[src/clr_pkg.sv]
package clr_pkg;

  localparam int MAX_PTS = 4096;
  localparam int ADDR_W  = $clog2(MAX_PTS);
  localparam int CNT_W   = ADDR_W + 1;
  localparam int FRAC    = 16;
  localparam int LEN_W   = 48;
  localparam int PC_W    = 11;
  localparam int IDX_W   = 10;
  localparam int CRD_W   = 16;

  localparam logic [PC_W-1:0] PC_RESET = PC_W'(239);

  localparam logic [1:0] ST_OK   = 2'd0;
  localparam logic [1:0] ST_OPEN = 2'd1;
  localparam logic [1:0] ST_IDX  = 2'd2;
  localparam logic [1:0] ST_OVF  = 2'd3;

  typedef struct packed {
    logic latch;
    logic clear;
    logic set_ovf;
    logic store;
    logic store_add;
    logic sqrt_seg;
    logic sqrt_close;
    logic add_close;
    logic req_check;
    logic mul_t;
    logic div_t;
    logic load_t;
    logic read_mid;
    logic search_step;
    logic read_j0;
    logic latch_j0;
    logic read_j1;
    logic latch_j1;
    logic seg_calc;
    logic idiff;
    logic imul;
    logic div_i;
    logic round;
    logic emit;
  } cmd_t;

  typedef struct packed {
    logic mode;
    logic first;
    logic last;
    logic closed;
    logic full;
    logic empty;
    logic bad;
    logic trivial;
    logic sq_busy;
    logic dv_busy;
    logic t_zero;
    logic search_more;
    logic lo_zero;
    logic seg_zero;
    logic axis;
    logic out_free;
  } sts_t;

endpackage

[src/clr_ctrl.sv]
module clr_ctrl
  import clr_pkg::*;
(
  input  logic clk,
  input  logic rst,
  input  logic in_valid,
  output logic in_ready,
  input  sts_t sts,
  output cmd_t cmd
);

  typedef enum logic [4:0] {
    S_IDLE, S_DISPATCH, S_LOAD, S_SQRT_SEG, S_CLOSE_START, S_SQRT_CLOSE,
    S_TDIV_START, S_TDIV, S_TCHK, S_SEARCH, S_SEARCH_WAIT, S_FETCH1, S_FETCH2,
    S_SEG, S_SEGCHK, S_IDIFF, S_IMUL, S_IDIV, S_ROUND, S_RESP
  } state_t;

  state_t state, state_next;

  assign in_ready = (state == S_IDLE);

  always_comb begin
    cmd = '0;
    state_next = state;
    unique case (state)
      S_IDLE: begin
        if (in_valid) begin
          cmd.latch = 1'b1;
          state_next = S_DISPATCH;
        end
      end
      S_DISPATCH: begin
        if (!sts.mode) begin
          if (sts.first) begin
            cmd.clear = 1'b1;
            state_next = S_LOAD;
          end else if (sts.closed) begin
            state_next = S_IDLE;
          end else begin
            state_next = S_LOAD;
          end
        end else begin
          cmd.req_check = 1'b1;
          cmd.mul_t = 1'b1;
          if (sts.bad || sts.trivial) state_next = S_RESP;
          else state_next = S_TDIV_START;
        end
      end
      S_LOAD: begin
        if (sts.full) begin
          cmd.set_ovf = 1'b1;
          state_next = sts.last ? S_CLOSE_START : S_IDLE;
        end else if (sts.empty) begin
          cmd.store = 1'b1;
          state_next = sts.last ? S_CLOSE_START : S_IDLE;
        end else begin
          cmd.sqrt_seg = 1'b1;
          state_next = S_SQRT_SEG;
        end
      end
      S_SQRT_SEG: begin
        if (!sts.sq_busy) begin
          cmd.store = 1'b1;
          cmd.store_add = 1'b1;
          state_next = sts.last ? S_CLOSE_START : S_IDLE;
        end
      end
      S_CLOSE_START: begin
        cmd.sqrt_close = 1'b1;
        state_next = S_SQRT_CLOSE;
      end
      S_SQRT_CLOSE: begin
        if (!sts.sq_busy) begin
          cmd.add_close = 1'b1;
          state_next = S_IDLE;
        end
      end
      S_TDIV_START: begin
        cmd.div_t = 1'b1;
        state_next = S_TDIV;
      end
      S_TDIV: begin
        if (!sts.dv_busy) begin
          cmd.load_t = 1'b1;
          state_next = S_TCHK;
        end
      end
      S_TCHK: begin
        state_next = sts.t_zero ? S_RESP : S_SEARCH;
      end
      S_SEARCH: begin
        if (sts.search_more) begin
          cmd.read_mid = 1'b1;
          state_next = S_SEARCH_WAIT;
        end else if (sts.lo_zero) begin
          state_next = S_RESP;
        end else begin
          cmd.read_j0 = 1'b1;
          state_next = S_FETCH1;
        end
      end
      S_SEARCH_WAIT: begin
        cmd.search_step = 1'b1;
        state_next = S_SEARCH;
      end
      S_FETCH1: begin
        cmd.latch_j0 = 1'b1;
        cmd.read_j1 = 1'b1;
        state_next = S_FETCH2;
      end
      S_FETCH2: begin
        cmd.latch_j1 = 1'b1;
        state_next = S_SEG;
      end
      S_SEG: begin
        cmd.seg_calc = 1'b1;
        state_next = S_SEGCHK;
      end
      S_SEGCHK: begin
        state_next = sts.seg_zero ? S_RESP : S_IDIFF;
      end
      S_IDIFF: begin
        cmd.idiff = 1'b1;
        state_next = S_IMUL;
      end
      S_IMUL: begin
        cmd.imul = 1'b1;
        state_next = S_ROUND;
      end
      S_ROUND: begin
        cmd.div_i = 1'b1;
        state_next = S_IDIV;
      end
      S_IDIV: begin
        if (!sts.dv_busy) begin
          cmd.round = 1'b1;
          state_next = sts.axis ? S_RESP : S_IDIFF;
        end
      end
      S_RESP: begin
        if (sts.out_free) begin
          cmd.emit = 1'b1;
          state_next = S_IDLE;
        end
      end
      default: state_next = S_IDLE;
    endcase
  end

  always_ff @(posedge clk) begin
    if (rst) state <= S_IDLE;
    else state <= state_next;
  end

endmodule

[config.mk]
export PLATFORM = sky130hd
export DESIGN_NAME = clr_ctrl
export DESIGN_NICKNAME = d
export VERILOG_FILES = /design/src/clr_pkg.sv /design/src/clr_ctrl.sv
export SDC_FILE = /design/constraint.sdc
export NUM_CORES = 1
export LEC_CHECK = 0
export BUFFER_PORTS_ARGS = -buffer_cell sky130_fd_sc_hd__buf_2
export CORE_MARGIN = 1.5
export CORE_UTILIZATION = 40
export DETAILED_ROUTE_END_ITERATION = 12
export PLACE_DENSITY = 0.73
export SYNTH_ARGS = -nofsm -noshare
export SYNTH_HDL_FRONTEND = slang
export SYNTH_SLANG_ARGS = --single-unit
[constraint.sdc]
create_clock -name clk -period 1.69 [get_ports clk]
set_input_delay 0.4225 -clock clk [delete_from_list [all_inputs] [get_ports clk]]
set_output_delay 0.4225 -clock clk [all_outputs]
set_load 0.1 [all_outputs]
==> flow_metrics.py, run 1 <==
metrics = {
    "synthesis": {
        "yosysWarnings": 0,
        "synth_area_um2": 838,
        "synthCells": 126,
        "syn-num-nets": 145,
        "synth_seq_cells": 5,
        "async_flop_share": 0,
        "synth-xor-area-share": 0.0104,
        "postSynthAreaPerCell_um2": 6.65,
        "synth_flop_cell": "dfxtp_1",
        "synth_edf_count": 0,
        "synth_compound_area_frac": 0.267,
        "synth_seq_area_share": 0.119,
        "synth.distinct_cells": 46,
        "synth_top_family_by_area": "simple AND/OR/NAND/NOR gates",
        "synthMuxAreaShare": 0.0119,
        "synthAdderAreaFrac": 0,
        "synth-simple-area-share": 0.446,
    },
    "cts": {
        "cts_inserted_buffers": 3,
        "htreeDepth": 1,
        "cts_resized": 27,
        "cts.sinks": 5,
        "cts_buffer_depth": 2,
        "cts_root_buf": "clkbuf_4",
        "post_cts_buffers": 7,
        "hold_buffers": 0,
    },
    "floorplan": {
        "initial_core_util": 0.427,
        "rows": 16,
        "die_x_um": 48.8,
        "pin_count": 44,
        "dieHeight_um": 48.8,
    },
    "run_status": {
        "status": "aborted with a tool error",
        "error": "[ERROR DPL-0038] Utilization greater than 100%, impossible to legalize",
        "lastStage": "clock tree synthesis",
    },
    "place": {
        "io_buffer_count": 43,
        "dpl.hpwl_um": 3690,
        "place_congestion": 0.937,
    },
}
-- cell usage after synthesis, drive strengths merged (2+ instances only) --
cell type	n	area, um2
inv	7	26.3
clkbuf	5	18.8
nor3	13	70.1
nor4	4	25.0
a21oi	8	40.0
nand3	4	20.0
o2bb2ai	3	26.3
nand2b	3	18.8
o32ai	3	26.3
or3	4	30.0
or3b	2	17.5
nor3b	2	15.0
a211o	2	17.5
nor2b	5	31.3
buf	10	76.3
dfxtp	5	100
nor2	14	52.6
nand2	9	33.8
nand4	2	12.5
-- logic make-up after synthesis --
kind of cell / count (synthesis)
compound gates: 29
xor+xnor: 1
buf+inv: 22
flops: 5
mux: 1
simple gates: 68
-- through the flow --
step / setup slack, ps / std cells / area, um2 / hold slack [ps] / util
2_1_floorplan: -755 / 126 / 1240 / 492 / -
3_3_place_gp: -140 / 212 / 1880 / 525 / 0.959
3_5_place_dp: -278 / 212 / 1880 / 546 / 0.959
==> run 2: changes to the inputs <==
--- a/config.mk
+++ b/config.mk
@@ -6,10 +6,10 @@
 export NUM_CORES = 1
 export LEC_CHECK = 0
 export BUFFER_PORTS_ARGS = -buffer_cell sky130_fd_sc_hd__buf_2
-export CORE_MARGIN = 1.5
-export CORE_UTILIZATION = 40
+export CORE_AREA = 2 2 63 65
 export DETAILED_ROUTE_END_ITERATION = 12
-export PLACE_DENSITY = 0.73
+export DIE_AREA = 0 0 65 67
+export PLACE_DENSITY_LB_ADDON = 0.15
 export SYNTH_ARGS = -nofsm -noshare
 export SYNTH_HDL_FRONTEND = slang
 export SYNTH_SLANG_ARGS = --single-unit
==> constraint.sdc (replaced) <==
create_clock -name clk -period 2.2 [get_ports clk]
set_input_delay 0.55 -clock clk [delete_from_list [all_inputs] [get_ports clk]]
set_output_delay 0.55 -clock clk [all_outputs]
set_load 0.1 [all_outputs]
==> flow_metrics.py, run 2 <==
metrics = {
    "pwr": {
        "p_leak_uw": 0.000657,
        "p_clk_frac": 0.085,
        "p_seq_frac": 0.096,
        "swShare": 0.557,
        "p_int_uw": 866,
        "cellPowerDensity_mw_per_mm2": 1050,
        "p_switching_uw": 1090,
        "comb_power_share": 0.819,
        "peakVddDrop_v": 0.000985,
    },
    "cells_and_area": {
        "final_cell_mix": "26 x buf_12, 18 x buf_2, 13 x buf_4",
        "n_fill_cell": 344,
        "drive_gt1_frac": 0.584,
        "layout_commonest_cell": "buf_12",
        "area_growth_pct": 121,
        "regMostFlops": "state",
        "top_regs": "state (5)",
        "stdcell_count": 221,
        "diodes": 0,
        "nets": 193,
        "largest_reg_flops": 5,
    },
    "synthesis": {
        "synth_flop_cell": "dfxtp_1",
        "syn-num-nets": 145,
        "synth_top_area_share": 0.119,
        "ys_top_cells_by_count": "14 x nor2_1, 12 x nor3_1, 9 x nand2_1",
        "synthCells": 126,
        "synth_seq_area_share": 0.119,
        "synth_edf_count": 0,
        "synth.distinct_cells": 46,
        "postSynthAreaPerCell_um2": 6.65,
        "synth_area_um2": 838,
        "synth_area_leaders": "dfxtp_1 12%, nor3_1 7.2%, nor2_1 6.3%",
        "async_flop_share": 0,
        "synth_seq_cells": 5,
        "synth_most_common_cell": "nor2_1",
        "yosysWarnings": 0,
        "yosysTopAreaCell": "dfxtp_1",
    },
    "timing": {
        "setup_viol": 0,
        "slew_violations": 0,
        "final.min_clock_period_ps": 2170,
        "slew_headroom": 0.545,
        "worst_pin_slew_ps": 665,
        "hold_viol_final": 0,
        "hold_slack_ps": 503,
        "fin_ws_ps": 29.9,
        "fin_crit_sh": 0.986,
        "grt_setup_unrepaired": "true",
        "max_freq_ghz": 0.461,
        "fin_skew_ps": 3.41,
    },
    "critical_path": {
        "worst_ep_arrival_time_ps": 1620,
        "reg2reg_depth": 4,
        "worst-r2r-setup-slack_ps": 230,
        "critPathKind": "reg -> out",
        "critPathBufInv": 2,
        "crit_required_ps": 1650,
        "r2r_start": "state[2]",
        "crit_chain": "or3_4 > buf_8 > nor4_4 > buf_12",
        "cp-end-kind": "primary output",
        "worst_setup_path_start_kind": "register",
        "r2r-end": "state[4]",
        "cpPeakStageDelay_ps": 390,
        "startpoint": "state[3]",
        "crit_slowest_cell": "or3_4",
        "crit_family": "simple AND/OR/NAND/NOR gates",
        "crit_path_max_fanout": 7,
    },
    "floorplan": {
        "initial_core_util": 0.232,
        "pin_count": 44,
        "core_mm2": 0.00361,
        "dieHeight_um": 67,
        "die_x_um": 65,
        "rows": 22,
        "dieArea_mm2": 0.00436,
    },
    "cts": {
        "cts_buffer_depth": 2,
        "hold_buffers": 0,
        "post_cts_buffers": 0,
        "cts.sinks": 5,
        "path_clk_slew_ps": 40,
        "htreeDepth": 1,
        "cts_inserted_buffers": 3,
        "clock_latency_ps": 220,
        "cts_tree": "yes",
        "cts_root_buf": "clkbuf_8",
    },
    "grt": {
        "track_usage": 0.150,
        "grt_pass1_wl_um": 5020,
        "grt_overflow": 0,
        "grt_pass1_vias": 1034,
        "grt_antenna_before_repair": 0,
        "grt_max_degree": 19,
    },
    "place": {
        "post-place-ws_ps": 121,
        "io_buffer_count": 43,
        "place_congestion": 0.857,
        "place_inst": 217,
        "dpl.hpwl_um": 2710,
    },
    "flow_run": {
        "maxCapViolCount": 0,
    },
    "detailed_routing": {
        "drc": 0,
        "initialDrtViolationCount": 21,
        "num_vias": 1086,
        "vias_per_cell": 4.91,
        "wirelength_um": 3160,
        "firstDrtPassIters": 4,
        "ant_nets": 0,
        "post_drt_wl_per_cell_um": 14.3,
    },
    "min_path": {
        "worstHoldEndpoint": "state[2]",
        "holdPathStages": 2,
        "min-delay-start": "rst",
        "hp-class": "in -> reg",
    },
    "run_status": {
        "status": "completed",
    },
}
[run 2: cell counts after synthesis]
Identical to the previous run, type by type.
[run 2: per-layer routing]
metal  GRT usage  vias up  share of wire
li1            -      552              -
met4      0.0399        0         0.0060
met1       0.184      508           0.44
met2       0.274       24           0.52
met5           0        -              0
met3      0.0169        2          0.033
[run 2: cell families (layout without fill, tap and decap cells)]
family / Yosys count / count (layout) / share of synthesized area
and+or+nand+nor: 68 / 68 / 0.446
AOI/OAI and AO/OA: 29 / 29 / 0.267
buffers and inverters: 22 / 69 / 0.145
DFF: 5 / 5 / 0.119
xor gates and xnor gates: 1 / 1 / 0.0104
muxes: 1 / 1 / 0.0119
[run 2: stage by stage]
stage                      util  cell area (um2)  total power (uW)  TNS [ps]
after floorplan               -             1140              1310     -2380
after global placement    0.493             1780              1750         0
after detailed placement  0.493             1780              1750         0
after CTS                 0.506             1830              1930         0
after global routing      0.515             1860              2050     -5.24
final                     0.515             1860              1950         0
[run 2: area by class of cell]
| type | count | area (um2) | share of cell area |
|---|---|---|---|
| inverters | 7 | 30.0 | 0.0162 |
| flip-flops and latches | 5 | 109 | 0.0587 |
| repair buffers | 58 | 723 | 0.390 |
| clock buffers | 4 | 45.0 | 0.0243 |
| multi-input cells | 99 | 888 | 0.479 |
| well taps | 48 | 60.1 | 0.0324 |
[run 2: worst reg2reg max path: stages, from the launching register on]
cell,delay [ps]
dfxtp_2,420
or3b_1,390
o22ai_1,210
a2111oi_0,650
o2bb2ai_1,160
[run 2: power groups by stage]
stage          Clock, uW  Combinational [uW]  Sequential [uW]
3_3_place_gp           0                1570              176
6_report             167                1600              187
3_5_place_dp           0                1580              176
4_1_cts              172                1580              177
2_1_floorplan          0                1190              124
5_1_grt              181                1670              192
[run 2: worst max path at each step]
stage	to	slack, ps	depth (start not counted)
final	cmd[22]	30	4
after global routing	cmd[22]	-5	4
after CTS	cmd[18]	0.5	5
after detailed placement	state[4]	120	6
after global placement	cmd[6]	160	4
after floorplan	cmd[23]	-370	4
[run 2: what timing repair did]
| action | 4_1_cts | 5_1_grt |
|---|---|---|
| pin swaps | 1 | 2 |
| endpoints found under the hold margin | 0 | 0 |
| resized for setup | 2 | 10 |
| endpoints found under the setup margin | 7 | 12 |
Power figures use the tool's default switching activity.
==> run 3: changes to the inputs <==
==> constraint.sdc (replaced) <==
create_clock -name clk -period 2.2 [get_ports clk]
set_input_delay 0.11 -clock clk [delete_from_list [all_inputs] [get_ports clk]]
set_output_delay 0.11 -clock clk [all_outputs]
set_load 0.1 [all_outputs]
==> flow_metrics.py, run 3 (synthesis results as in run 2) <==
metrics = {
    "run_status": {
        "status": "completed",
    },
    "cells_and_area": {
        "diodes": 0,
        "stdcell_count": 218,
        "final_cell_mix": "24 x buf_2, 19 x buf_12, 12 x buf_4",
        "drive_gt1_frac": 0.494,
        "nets": 190,
        "fin_util": 0.430,
        "top_regs": "state (5)",
        "layout_commonest_cell": "buf_2",
        "area_growth_pct": 85.1,
        "n_fill_cell": 367,
        "regMostFlops": "state",
        "largest_reg_flops": 5,
    },
    "critical_path": {
        "worst-r2r-setup-slack_ps": 360,
        "startpoint": "state[2]",
        "reg2reg_depth": 5,
        "worst_setup_path_start_kind": "register",
        "critPathKind": "reg -> out",
        "worstSetupEndpoint": "cmd[16]",
        "r2r-end": "state[3]",
        "crit_required_ps": 2090,
        "worst_ep_arrival_time_ps": 1900,
        "cp-end-kind": "primary output",
        "crit_path_max_fanout": 12,
        "r2r_start": "state[3]",
    },
    "cts": {
        "cts_inserted_buffers": 3,
        "cts_buffer_depth": 2,
        "htreeDepth": 1,
        "cts_root_buf": "clkbuf_8",
        "cts_tree": "yes",
        "path_clk_slew_ps": 30,
        "clock_latency_ps": 220,
        "cts.sinks": 5,
        "post_cts_buffers": 0,
    },
    "timing": {
        "slew_violations": 0,
        "final.min_clock_period_ps": 2010,
        "max_freq_ghz": 0.498,
        "setup_viol": 0,
        "grt_setup_unrepaired": "false",
        "worst_pin_slew_ps": 495,
        "slew_headroom": 0.672,
        "fin_skew_ps": 2.70,
        "hold_viol_final": 0,
        "fin_crit_sh": 0.913,
        "fin_tns_setup_ps": 0,
    },
    "detailed_routing": {
        "drc": 0,
        "post_drt_wl_per_cell_um": 13.9,
        "ant_nets": 0,
        "num_vias": 1089,
        "wirelength_um": 3030,
        "firstDrtPassIters": 4,
        "vias_per_cell": 5.00,
        "initialDrtViolationCount": 66,
    },
    "grt": {
        "grt_pass1_wl_um": 5010,
        "grt_pass1_vias": 1037,
        "grt_overflow": 0,
        "track_usage": 0.146,
        "grt_max_degree": 20,
        "grt_antenna_before_repair": 0,
    },
    "place": {
        "place_inst": 214,
        "dpl.hpwl_um": 2570,
        "io_buffer_count": 43,
        "place_congestion": 0.839,
    },
    "flow_run": {
        "maxCapViolCount": 0,
    },
    "floorplan": {
        "die_x_um": 65,
        "rows": 22,
        "dieHeight_um": 67,
        "pin_count": 44,
        "core_mm2": 0.00361,
        "initial_core_util": 0.232,
        "dieArea_mm2": 0.00436,
    },
    "min_path": {
        "hp-class": "in -> reg",
    },
    "pwr": {
        "total_power_uw": 1610,
        "cellPowerDensity_mw_per_mm2": 1040,
        "peakVddDrop_v": 0.000623,
        "p_leak_uw": 0.000620,
    },
}
[run 3: changes by cell type in the layout (fill, tap and decap cells not counted), sizes merged]
| cell | previous run | this run |
|---|---|---|
| inv | 6 | 7 |
| buf | 58 | 55 |
| clkinvlp | 1 | 0 |
[run 3: area by class of cell]
cell class	instances	area [um2]	share of cell area
Multi-Input combinational cell	99	728	0.469
Timing Repair Buffer	55	591	0.381
Sequential cell	5	101	0.0653
Tap cell	48	60.1	0.0387
Clock buffer	4	45.0	0.0290
Inverter	7	26.3	0.0169
[run 3: worst max-delay path: stages (launching register included)]
cell and delay, ps:
dfxtp_1 530, inv_1 180, or3_1 510, nor3_4 250
buf_12 200
[run 3: worst min path at each step]
stage,from,cells past startpoint,slack [ps],endpoint
finish,rst,2,80,state[2]
global route,rst,2,80,state[2]
CTS,rst,2,80,state[2]
detailed placement,rst,2,300,state[2]
global placement,rst,2,300,state[2]
floorplan,rst,1,180,state[2]
[run 3: layer usage]
layer,global-route usage,part of all wire,up-vias
met4,0.0106,0,0
met3,0.0321,0.072,0
met1,0.185,0.45,497
li1,-,-,553
met5,0,0,-
met2,0.260,0.48,39
[run 3: metrics by stage]
stage	setup WS [ps]	instance area [um2]	hold WS (ps)
floorplan	-571	950	179
finish	192	1550	81.6
global route	55.1	1550	75.4
global placement	330	1510	303
detailed placement	242	1510	304
CTS	118	1550	75.5
[run 3: power by group]
group | switching [uW] | total (uW) | internal, uW
logic | 853 | 1260 | 408
registers | 69.0 | 187 | 118
clock network | 41.7 | 166 | 124
total | 963 | 1610 | 651
[run 3: repair_timing]
action,in CTS,in global routing
hold buffers,0,0
resized for setup,0,1
endpoints found under the setup margin,0,1
==> run 4: changes to the inputs <==
--- a/config.mk
+++ b/config.mk
@@ -5,10 +5,12 @@
 export SDC_FILE = /design/constraint.sdc
 export NUM_CORES = 1
 export LEC_CHECK = 0
-export BUFFER_PORTS_ARGS = -buffer_cell sky130_fd_sc_hd__buf_2
+export ABC_AREA = 1
 export CORE_AREA = 2 2 63 65
 export DETAILED_ROUTE_END_ITERATION = 12
 export DIE_AREA = 0 0 65 67
+export DONT_BUFFER_PORTS = 1
+export MAX_ROUTING_LAYER = met4
 export PLACE_DENSITY_LB_ADDON = 0.15
 export SYNTH_ARGS = -nofsm -noshare
 export SYNTH_HDL_FRONTEND = slang
==> flow_metrics.py, run 4 <==
metrics = {
    "synthesis": {
        "ys_top_cells_by_count": "36 x nand2_1, 28 x nor2_1, 21 x inv_1",
        "synth.distinct_cells": 23,
        "yosysTopAreaCell": "nand2_1",
        "yosysWarnings": 0,
        "synth_seq_area_share": 0.119,
        "synth_most_common_cell": "nand2_1",
        "syn-num-nets": 174,
        "synth_area_um2": 841,
        "synth_area_leaders": "nand2_1 16%, nor2_1 13%, dfxtp_1 12%",
        "synthCells": 155,
        "async_flop_share": 0,
        "synth_flop_cell": "dfxtp_1",
        "synth_edf_count": 0,
        "postSynthAreaPerCell_um2": 5.42,
        "synth_top_area_share": 0.161,
        "synth_seq_cells": 5,
    },
    "pwr": {
        "p_leak_uw": 0.000622,
        "peakVddDrop_v": 0.000362,
        "cellPowerDensity_mw_per_mm2": 1140,
    },
    "cells_and_area": {
        "top_regs": "state (5)",
        "largest_reg_flops": 5,
        "layout_commonest_cell": "nand2_1",
        "regMostFlops": "state",
        "final_cell_mix": "36 x nand2_1, 22 x buf_4, 20 x inv_1",
        "drive_gt1_frac": 0.337,
        "nets": 198,
        "fin_util": 0.322,
        "area_growth_pct": 37.9,
        "diodes": 0,
    },
    "critical_path": {
        "crit_chain": "inv_1 > nor2_1 > nand3_1 > nor3_4 > buf_4",
        "critPathKind": "reg -> out",
        "cp-end-kind": "primary output",
        "worst_ep_arrival_time_ps": 1730,
        "crit_required_ps": 2090,
        "crit_slowest_cell": "dfxtp_1",
        "worst-r2r-setup-slack_ps": 620,
        "crit_path_max_fanout": 8,
        "cpPeakStageDelay_ps": 520,
        "worst_setup_path_start_kind": "register",
    },
    "cts": {
        "cts_inserted_buffers": 3,
        "post_cts_buffers": 0,
        "cts_root_buf": "clkbuf_8",
        "clock_latency_ps": 220,
        "path_clk_slew_ps": 30,
        "htreeDepth": 1,
        "cts.sinks": 5,
        "cts_buffer_depth": 2,
        "cts_tree": "yes",
    },
    "detailed_routing": {
        "drc": 0,
        "initialDrtViolationCount": 52,
        "ant_nets": 0,
        "post_drt_wl_per_cell_um": 12.4,
        "vias_per_cell": 4.71,
        "wirelength_um": 2800,
        "num_vias": 1065,
        "firstDrtPassIters": 4,
    },
    "floorplan": {
        "initial_core_util": 0.233,
        "dieArea_mm2": 0.00436,
        "pin_count": 44,
        "dieHeight_um": 67,
        "rows": 22,
        "die_x_um": 65,
        "core_mm2": 0.00361,
    },
    "timing": {
        "slew_headroom": 0.764,
        "fin_crit_sh": 0.838,
        "max_freq_ghz": 0.543,
        "grt_setup_unrepaired": "false",
        "fin_skew_ps": 1.48,
        "final.min_clock_period_ps": 1840,
        "slew_violations": 0,
        "hold_viol_final": 0,
        "worst_pin_slew_ps": 353,
        "setup_viol": 0,
        "fin_tns_setup_ps": 0,
    },
    "min_path": {
        "hp-class": "in -> reg",
    },
    "grt": {
        "grt_overflow": 0,
        "track_usage": 0.138,
        "grt_antenna_before_repair": 0,
        "grt_max_degree": 18,
        "grt_pass1_vias": 980,
        "grt_pass1_wl_um": 4520,
    },
    "place": {
        "place_congestion": 0.851,
        "io_buffer_count": 0,
        "dpl.hpwl_um": 2340,
    },
    "flow_run": {
        "maxCapViolCount": 0,
    },
    "run_status": {
        "status": "completed",
    },
}
[run 4: changes by cell type after synthesis, sizes merged, moves of 5 or more]
| cell | delta |
|---|---|
| nand3 | +18 |
| nor2b | -5 |
| inv | +20 |
| nand4 | +6 |
| nand2 | +27 |
| nor2 | +19 |
| clkbuf | -5 |
| nor3 | -10 |
[run 4: critical path: cells and delay by family (launching register included)]
| kind | cells | cell delay (ps) |
|---|---|---|
| DFF | 1 | 520 |
| buffers and inverters | 2 | 380 |
| and+or+nand+nor | 3 | 610 |
[run 4: per-layer routing]
metal / global-route usage / vias up / wire length (um)
li1: - / 541 / -
met1: 0.166 / 477 / 1190
met2: 0.238 / 43 / 1420
met3: 0.0253 / 4 / 171
met4: 0.0319 / 0 / 17
met5: - / - / 0
[run 4: worst paths after layout]
kind / startpoint / end / cells past startpoint
setup / recovery: state[3] / cmd[9] / 5
hold / removal: sts[6] / state[3] / 5
setup reg to reg: state[1] / state[2] / 7
hold reg to reg: state[0] / state[0] / 2
[run 4: final cells by class]
| cell class | instances | area, um2 |
|---|---|---|
| flip-flops and latches | 5 | 100 |
| fillers | 411 | 2450 |
| multi-input cells | 117 | 638 |
| repair buffers | 25 | 215 |
| inverters | 27 | 101 |
| well taps | 48 | 60.1 |
| clock buffers | 4 | 45.0 |
[run 4: cells by family after synthesis]
logic type,after synthesis,synth area share
simple gates,102,0.589
buf+inv,33,0.187
compound gates,15,0.104
flops,5,0.119
[run 4: metrics by stage]
step           cells  power, uW  worst slack (ps)  hold WS (ps)  cell area [um2]
2_1_floorplan    155        958              6.49           179              862
3_3_place_gp     221       1160               623           182             1100
3_5_place_dp     221       1160               591           182             1100
4_1_cts          226       1330               357           212             1160
5_1_grt          226       1400               213           258             1160
6_report         226       1320               357           216             1160
[run 4: what timing repair did]
| action | in CTS | in global routing |
|---|---|---|
| endpoints found under the hold margin | 5 | 0 |
| resized for setup | 0 | 0 |
| hold buffers | 1 | 0 |
[run 4: where the power goes]
| group | total [uW] | switching (uW) | internal, uW |
|---|---|---|---|
| logic | 996 | 769 | 227 |
| registers | 156 | 41.4 | 115 |
| clock network | 168 | 44.1 | 124 |
| total | 1320 | 854 | 466 |
